## src/bcib_count_mem.sv

```systemverilog
// Per-block entry counters: synchronous memory with a registered read port.
// Valid bits cleared at reset make never-written counters read as zero.
module bcib_count_mem #(
	parameter int ADDR_W = 6,
	parameter int CNT_W  = 9
) (
	input  logic              clk,
	input  logic              arst_n,
	input  logic              rd_en,
	input  logic [ADDR_W-1:0] rd_addr,
	output logic [CNT_W-1:0]  rd_data,
	input  logic              wr_en,
	input  logic [ADDR_W-1:0] wr_addr,
	input  logic [CNT_W-1:0]  wr_data
);

	localparam int DEPTH = 2 ** ADDR_W;

	logic [CNT_W-1:0] mem [DEPTH];
	logic [DEPTH-1:0] vld_q;
	logic [CNT_W-1:0] rd_data_q;
	logic             rd_vld_q;

	always_ff @(posedge clk) begin
		if (wr_en) begin
			mem[wr_addr] <= wr_data;
		end
		if (rd_en) begin
			rd_data_q <= mem[rd_addr];
			rd_vld_q  <= vld_q[rd_addr];
		end
	end

	always_ff @(posedge clk or negedge arst_n) begin
		if (!arst_n) begin
			vld_q <= '0;
		end else if (wr_en) begin
			vld_q[wr_addr] <= 1'b1;
		end
	end

	assign rd_data = rd_vld_q ? rd_data_q : '0;

endmodule

```

## config.mk

```make
export PLATFORM = sky130hd
export DESIGN_NAME = bcib_count_mem
export DESIGN_NICKNAME = d
export VERILOG_FILES = /design/src/bcib_count_mem.sv
export SDC_FILE = /design/constraint.sdc
export NUM_CORES = 1
export LEC_CHECK = 0
export BUFFER_PORTS_ARGS = -buffer_cell sky130_fd_sc_hd__buf_2
export CAP_MARGIN = 25
export CELL_PAD_IN_SITES_DETAIL_PLACEMENT = 1
export CELL_PAD_IN_SITES_GLOBAL_PLACEMENT = 2
export CORE_ASPECT_RATIO = 0.5
export CORE_MARGIN = 2
export CORE_UTILIZATION = 40
export DETAILED_ROUTE_END_ITERATION = 6
export PLACE_DENSITY = 0.72
export RECOVER_POWER = 100
export SETUP_SLACK_MARGIN = 0.15
export SLEW_MARGIN = 20
export SYNTH_ARGS = -nofsm -noshare
export SYNTH_HDL_FRONTEND = slang
export SYNTH_SLANG_ARGS = --single-unit
```

## constraint.sdc

```tcl
create_clock -name clk -period 2.9 [get_ports clk]
set_input_delay 0.435 -clock clk [delete_from_list [all_inputs] [get_ports clk]]
set_output_delay 0.435 -clock clk [all_outputs]
set_load 0.02 [all_outputs]
```

### Yosys cells after proc, flatten, opt, wreduce, memory -nomap -nowiden

Memories as Yosys holds them, arrays and structs flattened. A register that Yosys moved wholly into a read port is not among the register bits.
Cells that the tools add are included.

| word-level totals | value |
|---|---|
| bits in writable memories | 576 |
| input port bits | 25 |
| word-level logic and storage cells | 15 |
| output and inout port bits | 9 |
| memories kept | 1 |
| bits in registers | 65 |

| operators by class | value |
|---|---|
| magnitude comparators | 3 |
| bitwise gates (word level) | 1 |
| mux-type cells | 7 |
| reduce and logical (&&, ||, !) cells | 1 |

Memories:

| memory | depth | bits a word | rd ports | clocked after memory_dff | wr ports | line | RTL |
|---|---|---|---|---|---|---|---|
| mem | 64 | 9 | 1 | 1 | 1 | 19 | `logic [CNT_W-1:0] mem [DEPTH];` |

Operators with widths:

| operator | count |
|---|---|
| 64-bit OR | 1 |
| 6-bit by 7-bit less-than comparator with 1-bit output (second input constant) | 2 |
| 9-bit two-way mux | 1 |
| 1-bit binary-select mux with 6-bit select | 1 |
| 1-bit demux with 6-bit select | 1 |
| 6-bit by 1-bit >= comparator with 1-bit output (second input constant) | 1 |
| 1-bit two-way mux | 4 |
| 1-bit logical AND | 1 |

### Longest topological paths before layout

Gate-level depths: netlist of the first run.

| depth | value |
|---|---|
| depth in word-level cells | 5 |
| depth in mapped cells | 8 |
| depth with buffers taken out | 4 |

### Worst setup path after synthesis of the first run

OpenSTA, ideal clock, no wires.

| timing path | value |
|---|---|
| path kind | input -> register |
| start | input port rd_addr[0] |
| end | register rd_data_q[7], read port of mem (data pin) |
| stages | 7 |
| library setup time | 0.269 ns |
| data arrival time | 2.031 ns |
| required time | 2.631 ns |
| path slack | 0.600 ns |
| path buffers | 3 |
| cells stage by stage | buf_6 buf_8 buf_6 mux4_2 mux4_2 o211ai_1 o32ai_1 |

RTL lines:

| element | line | RTL |
|---|---|---|
| from (decl) | 10 | `input logic [ADDR_W-1:0] rd_addr,` |
| to (decl) | 21 | `logic [CNT_W-1:0] rd_data_q;` |

### Final worst setup path of the first run

| timing path | value |
|---|---|
| start | input port wr_data[6] |
| end | memory mem[52][6] (data pin) |

RTL lines:

| element | line | RTL |
|---|---|---|
| from (decl) | 14 | `input logic [CNT_W-1:0] wr_data` |
| to (decl) | 19 |  |

Straight into the memory's write port.

==> results.json, run 1 <==
{
  "outcome": "finished, violations left",
  "violations": "capacitance limit, slew limit",
  "syn_avg_cell_area_sq_um": 21.2,
  "hold_viol": 0,
  "dieArea_sq_um": 65000,
  "final_nets": 1371,
  "synth_edf_count": 586,
  "grt_pass1_vias": 13500,
  "rows": 64,
  "area_growth_pct": 14.1,
  "post-place-ws_ns": 0.0115,
  "cp-start-kind": "input pin",
  "ioPinCount": 34,
  "max_cap_violations": 9,
  "crit_slowest_cell": "clkbuf_1",
  "antenna_found_initial": 2,
  "setup_tns_ns": 0,
  "synth-seq-cells": 650,
  "drive_above_1_share": 0.268,
  "grt_pass1_wl_microns": 95400,
  "crit_end": "mem[52][6]",
  "ant_nets": 0,
  "routedWlPerCell_microns": 29.0,
  "fin_ws_ns": 0.433,
  "async_flop_share": 0.0985,
  "worstRegToRegCells": 4,
  "drtPass1Iterations": 5,
  "fill_cells": 5668,
  "leakage_nw": 9.25,
  "rsz0062_at_grt": "false",
  "syn_inst": 1185,
  "required_ns": 3.16,
  "ys_seq_area_frac": 0.763,
  "die_y_microns": 181,
  "powerDensity_nw_per_um2": 673,
  "routabilityCongestion": 0.797,
  "first_iter_violations": 1343,
  "r2r_end": "rd_data_q[1]",
  "period_share": 0.851,
  "drt-total-wl_microns": 64500,
  "slowest_delay_ns": 1.31,
  "setup_violations": 0,
  "cts.sink_count": 650,
  "min_path_type": "in2reg",
  "finalCriticalPeriod_ns": 2.47,
  "place_inst": 2109,
  "remaining_drc_errors": 0,
  "synth_nets": 1210,
  "path_buf_inv": 2,
  "numPortBuffers": 33,
  "critical_path_depth": 2,
  "utilization": 0.465,
  "clock_latency_ns": 0.61,
  "skew_ns": 0.0438,
  "clk_pin_slew_ns": 0.06,
  "clock.fmax_mhz": 405,
  "end_kind": "flip-flop",
  "cp_top_family": "buffers and inverters",
  "path_cells": "clkbuf_1 > clkbuf_2",
  "grt_overflow": 0,
  "synth_area_sq_um": 25200,
  "die_width_microns": 359,
  "root_buffer": "clkbuf_16",
  "yosys_warnings": 0,
  "clock_path_buffers": 3,
  "drt-vias-per-instance": 5.69,
  "grt_usage": 0.203,
  "path_max_fanout": 36,
  "p_total_mw": 19.3,
  "cts_tree": "yes",
  "critPathKind": "in2reg",
  "layoutNonFillerInstCount": 2221,
  "initial_core_util": 0.408,
  "vdd_drop_max_mv": 0.456,
  "r2r_setup_slack_ns": 0.64,
  "r2r_start": "mem[48][1]",
  "finalMaxSlewViolations": 377,
  "worstMarginPinSlew_ns": 2.26,
  "synthFlopType": "edfxtp_1",
  "vias": 12600,
  "crit_start": "wr_data[6]",
  "core-area_sq_um": 61700,
  "htree_levels": 2,
  "cp.arrival_ns": 2.72,
  "dp_hpwl_microns": 40600,
  "grt_max_degree": 65,
  "slew_headroom": -0.507,
  "synth_cell_types": 46,
  "cts_buffers": 58
}
[how the worst min path moves through the flow]
stage	startpoint	to	cells past startpoint
global placement	vld_q[34]	vld_q[34]	1
global route	wr_addr[0]	vld_q[49]	2
CTS	arst_n	vld_q[33]	1
detailed placement	vld_q[28]	vld_q[28]	1
finish	wr_addr[0]	vld_q[49]	2
floorplan	arst_n	vld_q[0]	0
[layout make-up]
cell class	instances	area, sq um	area share
inverters	4	15.0	0.000523
diodes	1	2.50	0.0000872
well taps	825	1030	0.0360
repair buffers	162	1050	0.0366
flip-flops and latches	650	19200	0.669
clock inverters	23	143	0.00497
multi-input cells	470	5590	0.195
clock buffers	86	1670	0.0581
[stage by stage]
step	hold WS (ns)	cell area [sq um]
2_1_floorplan	0.139	25200
3_3_place_gp	0.444	27200
3_5_place_dp	0.450	27200
4_1_cts	0.0245	29000
5_1_grt	0.223	28700
6_report	0.239	28700
[cell usage in the layout (no fill, tap or decap), types with 5 or more instances in the layout]
master,synthesis,layout
nor3_1,13,13
buf_4,8,29
and2_0,0,6
nand3b_1,5,5
clkbuf_1,25,107
o32ai_1,10,10
edfxtp_1,586,586
clkbuf_16,0,59
dfrtp_1,64,64
mux2i_1,7,7
nand2b_1,5,5
buf_2,17,16
clkinv_2,0,11
clkinv_1,2,9
clkbuf_8,0,9
o21ai_0,11,11
mux4_2,168,168
nor2b_1,5,5
or2_0,7,7
a21oi_1,7,7
a22o_1,7,7
or2_2,44,44
clkbuf_2,0,9
nor2_1,75,75
or2_1,17,17
o22ai_1,32,32
nand2_1,8,8
nand3_1,8,8
buf_12,0,16
[synthesized netlist by cell type, drive strengths merged (3+ instances only)]
master | count | area share
o32ai | 10 | 0.0035
buf | 36 | 0.010
a22o | 7 | 0.0024
o22ai | 32 | 0.0080
a21oi | 7 | 0.0014
nor2b | 5 | 0.0012
clkbuf | 25 | 0.0037
nand2 | 8 | 0.0012
nand3b | 5 | 0.0015
or2 | 68 | 0.017
o21ai | 13 | 0.0026
nand3 | 8 | 0.0016
o21bai | 3 | 0.00090
or3b | 4 | 0.0014
nor3 | 13 | 0.0026
nand2b | 5 | 0.0012
edfxtp | 586 | 0.70
mux2i | 7 | 0.0028
mux4 | 171 | 0.15
dfrtp | 64 | 0.064
and2 | 9 | 0.0022
nor2 | 75 | 0.011
[cell families (layout without fill, tap and decap cells)]
kind of cell	count (synthesis)	count (layout)	share of synthesized area
flops	650	650	0.763
mux	179	179	0.157
buf+inv	65	275	0.0144
other cells	0	1	0
simple gates	206	206	0.0427
compound gates	85	85	0.0228
[registers in the layout, summed over array words and instances (netlist names)]
register and count:
mem 576, vld_q 64, rd_data_q 9, rd_vld_q 1
[what timing repair did]
item	in CTS	in global routing
hold buffers	0	1
buffers inserted	0	0
resized for setup	0	0
hold endpoints to repair	0	27
[metal layers]
metal  track usage  part of all wire
met1         0.305              0.45
met2         0.307              0.46
met3        0.0417             0.072
met5             0                 0
met4        0.0483             0.020
[report_power, final]
part           switching, mW  leakage (nW)  internal, mW
clock network           3.36         0.886          4.06
logic                  0.740          2.29         0.568
registers              0.118          6.08          10.5
total                   4.22          9.25          15.1
Note: power is estimated with default switching activity, not from simulation.
==> inputs of run 2 (changes only) <==
--- a/config.mk
+++ b/config.mk
@@ -5,6 +5,7 @@
 export SDC_FILE = /design/constraint.sdc
 export NUM_CORES = 1
 export LEC_CHECK = 0
+export ABC_AREA = 1
 export BUFFER_PORTS_ARGS = -buffer_cell sky130_fd_sc_hd__buf_2
 export CAP_MARGIN = 25
 export CELL_PAD_IN_SITES_DETAIL_PLACEMENT = 1
@@ -13,10 +14,10 @@
 export CORE_MARGIN = 2
 export CORE_UTILIZATION = 40
 export DETAILED_ROUTE_END_ITERATION = 6
-export PLACE_DENSITY = 0.72
+export PLACE_DENSITY = 0.81
 export RECOVER_POWER = 100
 export SETUP_SLACK_MARGIN = 0.15
-export SLEW_MARGIN = 20
+export SLEW_MARGIN = 40
 export SYNTH_ARGS = -nofsm -noshare
 export SYNTH_HDL_FRONTEND = slang
 export SYNTH_SLANG_ARGS = --single-unit
==> run 2 against run 1 <==
The flow still finishes with violations (capacitance limit, slew limit). Clock skew fell by 0.031 ns. Worst setup slack worse by 0.014 ns. Design area rose by 3.8%. Routed wire length increased by 20%. Worst hold slack got worse by 0.054 ns. Clock power grew 7.0%. Largest cell class unchanged.
==> results.json, run 2 <==
{
  "outcome": "finished, violations left",
  "violations": "capacitance limit, slew limit",
  "hold_viol": 0,
  "root_buffer": "clkbuf_16",
  "post-place-ws_ns": 0.394,
  "final_nets": 2414,
  "remaining_drc_errors": 0,
  "grt_overflow": 0,
  "netlist.area_leader.share": 0.657,
  "largest_reg_flops": 576,
  "cp.arrival_ns": 2.84,
  "first_iter_violations": 1708,
  "synth_edf_count": 586,
  "dp_hpwl_microns": 46500,
  "htree_levels": 2,
  "critPathKind": "in2reg",
  "routabilityCongestion": 0.806,
  "cp-start-kind": "input pin",
  "top_register": "mem",
  "core-area_sq_um": 65600,
  "hold_end": "mem[7][7]",
  "skew_ns": 0.0128,
  "synth_area_sq_um": 26800,
  "synth_cell_types": 20,
  "yosys-top-cells-count": "nand2_1 (824), edfxtp_1 (586), nand3_1 (547)",
  "drt-total-wl_microns": 77700,
  "routedWlPerCell_microns": 23.4,
  "fin_ws_ns": 0.419,
  "worstRegToRegCells": 8,
  "regArea_sq_um": 19200,
  "ant_nets": 0,
  "end_kind": "flip-flop",
  "synth_nets": 2346,
  "rows": 66,
  "clk_pin_slew_ns": 0.06,
  "die_width_microns": 370,
  "layoutNonFillerInstCount": 3323,
  "design_area_sq_um": 29800,
  "p_total_mw": 20.0,
  "holdPathStages": 1,
  "ioPinCount": 34,
  "numPortBuffers": 33,
  "period_share": 0.855,
  "drt-vias-per-instance": 5.43,
  "leakage_nw": 11.0,
  "path_max_fanout": 27,
  "cts_tree": "yes",
  "min_path_type": "in2reg",
  "antenna_found_initial": 0,
  "holdWs_ns": 0.185,
  "grt_pass1_wl_microns": 118000,
  "clock.fmax_mhz": 403,
  "cts.sink_count": 650,
  "grt_max_degree": 154,
  "powerDensity_nw_per_um2": 672,
  "utilization": 0.454,
  "finalCriticalPeriod_ns": 2.48,
  "synthFlopType": "edfxtp_1",
  "drive_above_1_share": 0.0849,
  "fill_cells": 7027,
  "grt_pass1_vias": 18700,
  "dieArea_sq_um": 69100,
  "drtPass1Iterations": 6,
  "setup_violations": 0,
  "clock_latency_ns": 0.62,
  "ys_seq_area_frac": 0.717,
  "worstMarginPinSlew_ns": 2.42,
  "reg_top3": "mem (576), vld_q (64), rd_data_q (9)",
  "final_cell_mix": "nand2_1 (824), edfxtp_1 (586), nand3_1 (547), clkbuf_1 (110)",
  "r2r_setup_slack_ns": 1.32,
  "setup_tns_ns": 0,
  "area_growth_pct": 11.3,
  "max_cap_violations": 8,
  "synth_top_area_cell": "edfxtp_1",
  "yosys_warnings": 0,
  "place_inst": 3211,
  "async_flop_share": 0.0985,
  "vias": 18100,
  "syn_inst": 2321,
  "grt_usage": 0.225,
  "cts_buffers": 59,
  "place_area_sq_um": 28300,
  "required_ns": 3.26,
  "postCtsSetupRepairBufs": 0,
  "initial_core_util": 0.408,
  "diodes": 0,
  "slew_headroom": -0.615,
  "synth.most_common_cell": "nand2_1",
  "multi_input_area_sq_um": 6550,
  "vdd_drop_max_mv": 0.568,
  "finalMaxSlewViolations": 285,
  "rsz0062_at_grt": "false",
  "die_y_microns": 187,
  "r2r_end": "rd_vld_q",
  "syn_avg_cell_area_sq_um": 11.5,
  "final_common_cell": "nand2_1",
  "clock_path_buffers": 3,
  "synth-seq-cells": 650,
  "r2r_start": "vld_q[43]",
  "hp-start": "wr_data[7]",
  "yosys-top-cells-area": "edfxtp_1 (66%), nand2_1 (12%), nand3_1 (10%), dfrtp_1 (6.0%), or2_2 (1.5%)"
}
run 2: changes by cell type in the layout (fill, tap and decap cells not counted), moves of 12 or more:
cell / change
nand2_1: +816
nand3_1: +539
mux4_2: -168
o22ai_1: -32
or2_2: +20
nor2_1: -19
or2_1: -17
inv_1: +12
run 2: metal layers:
layer	wire length, microns	track usage	vias to the layer above
li1	-	-	8194
met1	35500	0.325	9307
met2	36400	0.361	446
met3	4290	0.0351	103
met4	1500	0.0472	0
met5	0	0	-
run 2: layout make-up:
cell class / count / share of cell area
sequential: 650 / 0.644
multi-input combinational: 1508 / 0.220
clock buffer: 85 / 0.0576
tap: 884 / 0.0371
timing repair buffer: 149 / 0.0304
clock inverter: 26 / 0.00739
inverter: 21 / 0.00328
run 2: how the worst max path moves through the flow:
| stage | from | to | depth (start not counted) |
|---|---|---|---|
| 4_1_cts | rd_vld_q | rd_data[2] | 3 |
| 3_3_place_gp | rd_addr[0] | rd_vld_q | 11 |
| 3_5_place_dp | rd_addr[1] | rd_data_q[0] | 11 |
| 2_1_floorplan | wr_en | mem[48][0] | 3 |
| 5_1_grt | rd_addr[1] | rd_data_q[0] | 11 |
| 6_report | rd_addr[1] | rd_data_q[0] | 11 |
run 2: worst max-delay path, stage by stage:
cell and delay [ns]:
buf_6 0.18, inv_6 0.30, clkbuf_2 0.76, buf_4 0.31, nand3_1 0.10, nand3_1 0.10, nand2_1 0.06, nand2_1 0.07
nand3_1 0.20, nand3_1 0.21, nand2_1 0.09
run 2: what timing repair did:
| action | 4_1_cts | 5_1_grt |
|---|---|---|
| gates resized for setup | 0 | 0 |
| endpoints found under the hold margin | 29 | 0 |
| hold buffers | 1 | 0 |
run 2: logic make-up after synthesis:
kind of cell,synth area share
flip-flops,0.717
AND/OR/NAND/NOR,0.244
buffers and inverters,0.0383
run 2: power by group:
group / leakage, nW / switching (mW) / internal, mW / total [mW]
combinational: 3.96 / 1.06 / 0.447 / 1.51
clock: 0.958 / 3.49 / 4.45 / 7.94
sequential: 6.08 / 0.113 / 10.5 / 10.6
==> inputs of run 3 (changes only) <==
--- a/config.mk
+++ b/config.mk
@@ -8,13 +8,11 @@
 export ABC_AREA = 1
 export BUFFER_PORTS_ARGS = -buffer_cell sky130_fd_sc_hd__buf_2
 export CAP_MARGIN = 25
-export CELL_PAD_IN_SITES_DETAIL_PLACEMENT = 1
-export CELL_PAD_IN_SITES_GLOBAL_PLACEMENT = 2
 export CORE_ASPECT_RATIO = 0.5
 export CORE_MARGIN = 2
 export CORE_UTILIZATION = 40
 export DETAILED_ROUTE_END_ITERATION = 6
-export PLACE_DENSITY = 0.81
+export PLACE_DENSITY = 0.62
 export RECOVER_POWER = 100
 export SETUP_SLACK_MARGIN = 0.15
 export SLEW_MARGIN = 40
==> run 3 against run 2 <==
The run still ends with capacitance limit, slew limit left. Critical path depth shrank 4. Global-route usage shrank 2.3 points. Flip-flop and latch count is the same. Design area grew 0.13%. Worst setup slack gained 0.16 ns. Sequential power is essentially flat. Via count shrank 1.3%. Count of clock-buffer cells in the layout grew 1. Worst hold slack gained 0.14 ns. Combinational power is essentially flat. Routed wire length shrank 9.2%. Die area is the same. Critical path type unchanged. Largest cell class unchanged. Highest routed layer unchanged.
==> results.json, run 3 (synthesis results as in run 2) <==
{
  "dp_hpwl_microns": 42500,
  "cts_resized": 0,
  "cts_hold_buf": 1,
  "setup_tns_ns": 0,
  "setup_violations": 0,
  "reg_top3": "mem (576), vld_q (64), rd_data_q (9)",
  "worstMarginPinSlew_ns": 2.36,
  "drtPass1Iterations": 5,
  "crit_start": "wr_addr[0]",
  "design_area_sq_um": 29800,
  "ioPinCount": 34,
  "p_total_mw": 20.2,
  "cp-start-kind": "input pin",
  "numPortBuffers": 33,
  "remaining_drc_errors": 0,
  "grt_max_degree": 110,
  "drive_above_1_share": 0.0812,
  "skew_ns": 0.0259,
  "post-place-ws_ns": 0.425,
  "final_common_cell": "nand2_1",
  "routabilityCongestion": 0.915,
  "required_ns": 3.16,
  "leakage_nw": 11.0,
  "first_iter_violations": 2105,
  "r2r_setup_slack_ns": 1.34,
  "finalMaxSlewViolations": 232,
  "vdd_drop_max_mv": 0.477,
  "core-area_sq_um": 65600,
  "clk_pin_slew_ns": 0.06,
  "cts_tree": "yes",
  "dieArea_sq_um": 69100,
  "cp.arrival_ns": 2.58,
  "die_width_microns": 370,
  "rsz0062_at_grt": "false",
  "area_growth_pct": 11.5,
  "grt_overflow": 0,
  "final_cell_mix": "nand2_1 (824), edfxtp_1 (586), nand3_1 (547), clkbuf_1 (123)",
  "path_max_fanout": 10,
  "postCtsSetupRepairBufs": 0,
  "drt-total-wl_microns": 70500,
  "critPathKind": "in2reg",
  "rows": 66,
  "violations": "capacitance limit, slew limit",
  "htree_levels": 2,
  "ant_nets": 0,
  "grt_usage": 0.202,
  "outcome": "finished, violations left",
  "cts.sink_count": 650,
  "root_buffer": "clkbuf_16",
  "initial_core_util": 0.408,
  "end_kind": "flip-flop",
  "grt_pass1_vias": 17200,
  "powerDensity_nw_per_um2": 678,
  "die_y_microns": 187,
  "finalCriticalPeriod_ns": 2.32,
  "place_area_sq_um": 28300,
  "vias": 17800,
  "drt-vias-per-instance": 5.36,
  "period_share": 0.800,
  "hold_viol": 0,
  "antenna_found_initial": 1,
  "r2r_start": "vld_q[48]",
  "max_cap_violations": 7,
  "fin_ws_ns": 0.579,
  "clock.fmax_mhz": 431,
  "slew_headroom": -0.575,
  "grt_pass1_wl_microns": 107000,
  "top_register": "mem",
  "largest_reg_flops": 576,
  "routedWlPerCell_microns": 21.2,
  "clock_path_buffers": 3,
  "clock_latency_ns": 0.64,
  "cts_buffers": 59,
  "final_nets": 2413,
  "min_path_type": "in2async"
}
run 3: per-stage QoR:
stage          cells  hold WS [ns]  utilization
2_1_floorplan   2321         0.139            -
3_3_place_gp    3210         0.438        0.431
3_5_place_dp    3210         0.448        0.431
4_1_cts         3323         0.160        0.462
5_1_grt         3324         0.334        0.455
6_report        3324         0.324        0.455
run 3: worst max-delay path, cell delays in order:
cell and delay (ns):
clkbuf_1 0.28, clkinv_1 0.30, nor3_1 0.25, nand2_1 0.19, clkbuf_1 0.42, nor2_1 0.20, clkbuf_1 0.50
run 3: per-layer routing:
metal / vias up / track usage / share of wire
li1: 8200 / - / -
met1: 8764 / 0.293 / 0.43
met2: 756 / 0.322 / 0.47
met3: 95 / 0.0278 / 0.080
met4: 0 / 0.0538 / 0.022
met5: - / 0 / 0
run 3: path summary, 6_finish.rpt:
kind                                endpoint  cells after the start
min in group clk                rd_data_q[8]                      1
worst min register to register     vld_q[15]                      1
worst max register to register      rd_vld_q                      8
worst max-delay path              mem[39][3]                      7
worst min-delay path               vld_q[31]                      2
max in group asynchronous          vld_q[48]                      3
run 3: area by class of cell:
type / count / area, sq um
well taps: 884 / 1110
clock inverters: 26 / 339
clock buffers: 86 / 1700
repair buffers: 148 / 856
fillers: 6057 / 35700
diodes: 1 / 2.50
flip-flops and latches: 650 / 19200
multi-input cells: 1508 / 6540
inverters: 21 / 88.8
run 3: power breakdown:
part / leakage (nW) / switching [mW] / internal [mW]
Sequential: 6.08 / 0.107 / 10.5
Clock: 1.01 / 3.42 / 4.77
Combinational: 3.91 / 1.05 / 0.438
Total: 11.0 / 4.57 / 15.7
